$ cat src/amt_pkg.sv
`default_nettype none

package amt_pkg;

   localparam int TABLE_DEPTH = 64;
   localparam int IDX_W       = $clog2(TABLE_DEPTH);
   localparam int CNT_W       = $clog2(TABLE_DEPTH + 1);

   localparam int KEY_W   = 64;
   localparam int ADDR_W  = 16;
   localparam int COUNT_W = 7;

   localparam logic [ADDR_W-1:0] NO_ENTRY = 16'hFFFF;

   typedef enum logic [1:0] {
      OP_INSERT = 2'd0,
      OP_LOOKUP = 2'd1,
      OP_REMOVE = 2'd2,
      OP_NONE   = 2'd3
   } op_type;

   typedef enum logic [1:0] {
      ST_OK      = 2'd0,
      ST_ADDED   = 2'd1,
      ST_MISSING = 2'd2,
      ST_FULL    = 2'd3
   } status_type;

   typedef enum logic [1:0] {
      S_IDLE,
      S_SEARCH,
      S_MOVE_WR,
      S_RESP
   } state_type;

   typedef struct packed {
      op_type             op;
      logic [KEY_W-1:0]   key_id;
      logic [ADDR_W-1:0]  short_addr_in;
   } req_type;

   typedef struct packed {
      status_type         status;
      logic [ADDR_W-1:0]  short_addr_out;
      logic [COUNT_W-1:0] entry_count;
   } rsp_type;

   typedef struct packed {
      logic [KEY_W-1:0]  key;
      logic [ADDR_W-1:0] value;
   } entry_type;

   typedef struct packed {
      logic             rd_en;
      logic [IDX_W-1:0] rd_addr;
      logic             wr_en;
      logic [IDX_W-1:0] wr_addr;
      entry_type        wr_data;
   } mem_cmd_type;

endpackage

`default_nettype wire

$ cat src/amt_ctrl.sv
`default_nettype none

module amt_ctrl (
   input  wire                   clock,
   input  wire                   reset,
   input  wire                   req_valid,
   input  amt_pkg::req_type      req,
   output logic                  req_ready,
   input  wire                   out_free,
   output logic                  rsp_load,
   output amt_pkg::rsp_type      rsp_data,
   output amt_pkg::mem_cmd_type  mem_cmd,
   input  amt_pkg::entry_type    rd_data
);
   import amt_pkg::*;

   state_type         state_ff, state_in;
   req_type           req_ff;
   logic [CNT_W-1:0]  count_ff;
   logic [CNT_W-1:0]  idx_ff;       // next slot to read
   logic [IDX_W-1:0]  chk_idx_ff;   // slot whose data sits on rd_data
   logic              chk_valid_ff;
   status_type        res_status_ff;
   logic [ADDR_W-1:0] res_addr_ff;

   logic              hit, scan_done, decide, issue, full, need_move;
   logic [CNT_W-1:0]  last_idx;

   always_comb begin
      hit       = chk_valid_ff && (rd_data.key == req_ff.key_id);
      issue     = (state_ff == S_SEARCH) && (idx_ff < count_ff);
      scan_done = !hit && (idx_ff >= count_ff);
      decide    = (state_ff == S_SEARCH) && (hit || scan_done);
      full      = (count_ff == CNT_W'(TABLE_DEPTH));
      last_idx  = count_ff - CNT_W'(1);
      need_move = (req_ff.op == OP_REMOVE) && hit && (CNT_W'(chk_idx_ff) < last_idx);
   end

   // next state
   always_comb begin
      state_in = state_ff;
      unique case (state_ff)
         S_IDLE: begin
            if (req_valid) begin
               state_in = (req.op == OP_NONE) ? S_RESP : S_SEARCH;
            end
         end
         S_SEARCH: begin
            if (decide) begin
               state_in = need_move ? S_MOVE_WR : S_RESP;
            end
         end
         S_MOVE_WR: state_in = S_RESP;
         S_RESP: begin
            if (out_free) begin
               state_in = S_IDLE;
            end
         end
         default: state_in = S_IDLE;
      endcase
   end

   // outputs and memory port
   always_comb begin
      req_ready       = (state_ff == S_IDLE);
      rsp_load        = (state_ff == S_RESP) && out_free;
      rsp_data.status         = res_status_ff;
      rsp_data.short_addr_out = res_addr_ff;
      rsp_data.entry_count    = COUNT_W'(count_ff);

      mem_cmd         = '0;
      mem_cmd.rd_en   = issue;
      mem_cmd.rd_addr = idx_ff[IDX_W-1:0];
      if (decide && need_move) begin
         // fetch the last entry to fill the hole
         mem_cmd.rd_en   = 1'b1;
         mem_cmd.rd_addr = last_idx[IDX_W-1:0];
      end
      if (decide && (req_ff.op == OP_INSERT)) begin
         mem_cmd.wr_data.key   = req_ff.key_id;
         mem_cmd.wr_data.value = req_ff.short_addr_in;
         if (hit) begin
            mem_cmd.wr_en   = 1'b1;
            mem_cmd.wr_addr = chk_idx_ff;
         end else if (!full) begin
            mem_cmd.wr_en   = 1'b1;
            mem_cmd.wr_addr = count_ff[IDX_W-1:0];
         end
      end
      if (state_ff == S_MOVE_WR) begin
         mem_cmd.wr_en   = 1'b1;
         mem_cmd.wr_addr = chk_idx_ff;
         mem_cmd.wr_data = rd_data;
      end
   end

   always_ff @(posedge clock) begin
      if (reset) begin
         state_ff     <= S_IDLE;
         count_ff     <= '0;
         chk_valid_ff <= 1'b0;
      end else begin
         state_ff <= state_in;
         if (decide) begin
            unique case (req_ff.op)
               OP_INSERT: begin
                  if (!hit && !full) begin
                     count_ff <= count_ff + CNT_W'(1);
                  end
               end
               OP_REMOVE: begin
                  if (hit) begin
                     count_ff <= last_idx;
                  end
               end
               default: ;
            endcase
         end
         if ((state_ff == S_SEARCH) && !decide) begin
            chk_valid_ff <= issue;
         end else begin
            chk_valid_ff <= 1'b0;
         end
      end
   end

   always_ff @(posedge clock) begin
      if ((state_ff == S_IDLE) && req_valid) begin
         req_ff        <= req;
         idx_ff        <= '0;
         res_status_ff <= ST_MISSING;
         res_addr_ff   <= NO_ENTRY;
      end
      if ((state_ff == S_SEARCH) && !decide) begin
         chk_idx_ff <= idx_ff[IDX_W-1:0];
         if (issue) begin
            idx_ff <= idx_ff + CNT_W'(1);
         end
      end
      if (decide) begin
         unique case (req_ff.op)
            OP_INSERT: begin
               if (hit) begin
                  res_status_ff <= ST_OK;
                  res_addr_ff   <= req_ff.short_addr_in;
               end else if (full) begin
                  res_status_ff <= ST_FULL;
               end else begin
                  res_status_ff <= ST_ADDED;
                  res_addr_ff   <= req_ff.short_addr_in;
               end
            end
            OP_LOOKUP: begin
               if (hit) begin
                  res_status_ff <= ST_OK;
                  res_addr_ff   <= rd_data.value;
               end
            end
            OP_REMOVE: begin
               if (hit) begin
                  res_status_ff <= ST_OK;
               end
            end
            default: ;
         endcase
      end
   end

endmodule

`default_nettype wire

$ cat config.mk
export PLATFORM = sky130hd
export DESIGN_NAME = amt_ctrl
export DESIGN_NICKNAME = d
export VERILOG_FILES = /design/src/amt_pkg.sv /design/src/amt_ctrl.sv
export SDC_FILE = /design/constraint.sdc
export NUM_CORES = 1
export LEC_CHECK = 0
export BUFFER_PORTS_ARGS = -buffer_cell sky130_fd_sc_hd__buf_4
export CORE_MARGIN = 3
export CORE_UTILIZATION = 40
export DETAILED_ROUTE_END_ITERATION = 16
export HOLD_SLACK_MARGIN = 0.06
export PLACE_DENSITY = 0.67
export SYNTH_ARGS = -nofsm -noshare
export SYNTH_HDL_FRONTEND = slang
export SYNTH_SLANG_ARGS = --single-unit
$ cat constraint.sdc
create_clock -name clock -period 4.4 [get_ports clock]
set_clock_uncertainty 0.2 [all_clocks]
set_input_delay 0 -clock clock [delete_from_list [all_inputs] [get_ports clock]]
set_output_delay 0 -clock clock [all_outputs]
set_load 0.05 [all_outputs]
==> flow_metrics.env <==
export IMPL_status="completed"
export IMPL_core_mm2=0.0175
export IMPL_finalSetupViolations=0
export IMPL_ant_nets=0
export IMPL_slew_headroom_pct=41.9
export IMPL_period_needed_ns=4.06
export IMPL_drt_first_pass_iters=5
export IMPL_grt_overflow_total=0
export IMPL_cts_sinks=123
export IMPL_end_kind="primary output"
export IMPL_cts_inserted_buffers=17
export IMPL_final_max_slew_viol_count=0
export IMPL_synth_cell_types=56
export IMPL_cap_violations=0
export IMPL_netlist_area_mm2=0.00725
export IMPL_fillerInstances=1458
export IMPL_final_nets=1371
export IMPL_whs_ns=0.0847
export IMPL_async_flop_share_pct=0
export IMPL_leakagePower_nw=4.61
export IMPL_dpl_cell_area_mm2=0.00961
export IMPL_ys_flop_type="edfxtp_1"
export IMPL_insertion_delay_ns=0.43
export IMPL_htreeDepth=4
export IMPL_power_mw=6.69
export IMPL_viasPerCell=5.31
export IMPL_crit_slowest_cell="or2_0"
export IMPL_grt_start_max_net_pins=87
export IMPL_drcViolationCount=0
export IMPL_synth_most_common_cell="nand2_1"
export IMPL_setup_ws_ns=0.342
export IMPL_synth_fp_nets=999
export IMPL_critPathLaunchType="flop"
export IMPL_whs_path_depth=2
export IMPL_crit_buf_inv=2
export IMPL_grt_pass1_vias=7409
export IMPL_syn2layout_area_growth_pct=54.8
export IMPL_cp_max_fo=52
export IMPL_fin_crit_sh_pct=92.2
export IMPL_drt_wl_total_um=26900
export IMPL_post_place_ws_ns=0.718
export IMPL_worst_r2r_path_depth=8
export IMPL_ios=287
export IMPL_grt_first_pass_wirelength_um=40600
export IMPL_die_h_um=141
export IMPL_tightest_slew_ns=0.872
export IMPL_synth_common_cells="nand2_1 (188), o21ai_0 (93), edfxtp_1 (88), xnor2_1 (55), nor2_1 (36)"
export IMPL_synth_edff_count=88
export IMPL_antenna_found_initial=1
export IMPL_synth_cells=809
export IMPL_die_x_um=141
export IMPL_rows=48
export IMPL_drt_initial_drc_count=616
export IMPL_utilization_pct=64.0
export IMPL_power_density_mw_per_mm2=597
export IMPL_arrival_ns=3.86
export IMPL_slowest_delay_ns=0.57
export IMPL_max_vdd_ir_drop_mv=0.363
export IMPL_floorplan_initialDensity_pct=41.3
export IMPL_cts_resized=0
export IMPL_port_buffers=286
export IMPL_hp_class="input port to flop"
export IMPL_dp_cells=1285
export IMPL_cp_depth=10
export IMPL_yosysSeqAreaShare_pct=46.1
export IMPL_vias=7543
export IMPL_yosysTopAreaCell="edfxtp_1"
export IMPL_path_cells="nor2b_1 -> a2111o_1 -> nor4_2 -> nand4_1 -> or2_0 -> a21boi_4 -> buf_12 -> nand2_1 -> o21ai_0 -> buf_4"
export IMPL_max_clock_freq_mhz=246
export IMPL_crit_family="simple AND/OR/NAND/NOR gates"
export IMPL_tritoncts="done"
export IMPL_die_area_mm2=0.0198
export IMPL_hold_viol=0
export IMPL_yosysWarnings=0
export IMPL_fin_cells=1420
export IMPL_grt_total_usage_pct=26.5
export IMPL_synth_top_cell_area_share_pct=36.5
export IMPL_design_area_mm2=0.0112
export IMPL_ys_ff_latch=123
export IMPL_synthTopCellsByArea="edfxtp_1 (36%), nand2_1 (9.7%), dfxtp_1 (9.7%)"
export IMPL_syn_avg_cell_area_um2=8.96
export IMPL_routabilityCongestion=0.892
export IMPL_cts_root_buf="clkbuf_16"
export IMPL_clk_path_buf_depth=2
export IMPL_rsz0062_at_grt="false"
export IMPL_routedWlPerCell_um=18.9
export IMPL_crit_type="flop to primary output"
export IMPL_dp_hpwl_um=19800
export IMPL_drive_gt1_share_pct=28.5
export IMPL_path_clk_slew_ns=0.06
export IMPL_required_ns=4.20
export IMPL_fin_setup_tns_ns=0
## layout make-up
cell class	count	area [um^2]	share of cell area, %
diodes	1	2.50	0.0223
clock buffers	17	425	3.79
flip-flops and latches	123	3340	29.8
inverters	30	115	1.03
repair buffers	398	3270	29.1
clock inverters	15	160	1.43
well taps	225	282	2.51
multi-input cells	611	3620	32.3
## metal layers
| layer | vias to the layer above | part of all wire, % | GRT usage (%) |
|---|---|---|---|
| met1 | 3534 | 40 | 32.8 |
| met3 | 59 | 8.7 | 8.14 |
| li1 | 3626 | - | - |
| met2 | 324 | 47 | 43.2 |
| met5 | - | 0 | 0 |
| met4 | 0 | 3.6 | 11.1 |
## cells by family (layout without fill, tap and decap cells)
group	count (synthesis)	after routing	synth area share, %
AND/OR/NAND/NOR	313	313	19.3
adder cells (fa/ha/maj)	24	24	4.14
other	0	1	0
multiplexers	9	9	1.29
flip-flops	123	123	46.1
XOR/XNOR	61	61	7.37
buffers and inverters	75	460	4.20
AO/OA/AOI/OAI	204	204	17.6
## registers in the layout, summed over array words and instances, names as in the netlist
signal and cells:
state_ff 2, req_ff 82, idx_ff 7, chk_idx_ff 6
chk_valid_ff 1, res_addr_ff 16, count_ff 7, res_status_ff 2
## layout by cell type, fill, tap and decap left out, drive strengths merged, types with 7 or more instances in the layout
| cell | synthesis | routed |
|---|---|---|
| edfxtp | 88 | 88 |
| nand3 | 11 | 11 |
| o21a | 9 | 9 |
| a21o | 7 | 7 |
| nand4 | 16 | 16 |
| nor3 | 9 | 9 |
| clkbuf | 35 | 17 |
| nor2b | 14 | 14 |
| a21oi | 13 | 13 |
| nor4 | 9 | 9 |
| dfxtp | 35 | 35 |
| a31oi | 7 | 7 |
| o21ai | 114 | 114 |
| xnor2 | 55 | 55 |
| dlygate4sd3 | 0 | 102 |
| nand2 | 188 | 188 |
| inv | 30 | 36 |
| and3 | 8 | 8 |
| buf | 10 | 296 |
| nor2 | 37 | 37 |
| o22ai | 7 | 7 |
| ha | 24 | 24 |
| a221o | 11 | 11 |
## final timing paths
kind                                            from                       to  slack (ns)
worst max-delay path            req_ff[53]$_DFFE_PP_              mem_cmd[30]        0.34
worst min-delay path                         req[68]     req_ff[68]$_DFFE_PP_        0.08
worst max register to register  req_ff[53]$_DFFE_PP_  res_addr_ff[13]$_DFF_P_        0.79
worst min register to register   req_ff[6]$_DFFE_PP_   res_addr_ff[6]$_DFF_P_        0.34
## what timing repair did
item,CTS,global route
endpoints found under the setup margin,0,0
hold buffers,102,0
buffers inserted,0,0
hold endpoints to repair,109,0
## where the power goes
part | internal, mW | switching [mW]
Combinational | 1.12 | 2.39
Clock | 0.841 | 0.569
Sequential | 1.58 | 0.203
Total | 3.53 | 3.16
No activity file was read; power rests on OpenSTA's default activity.
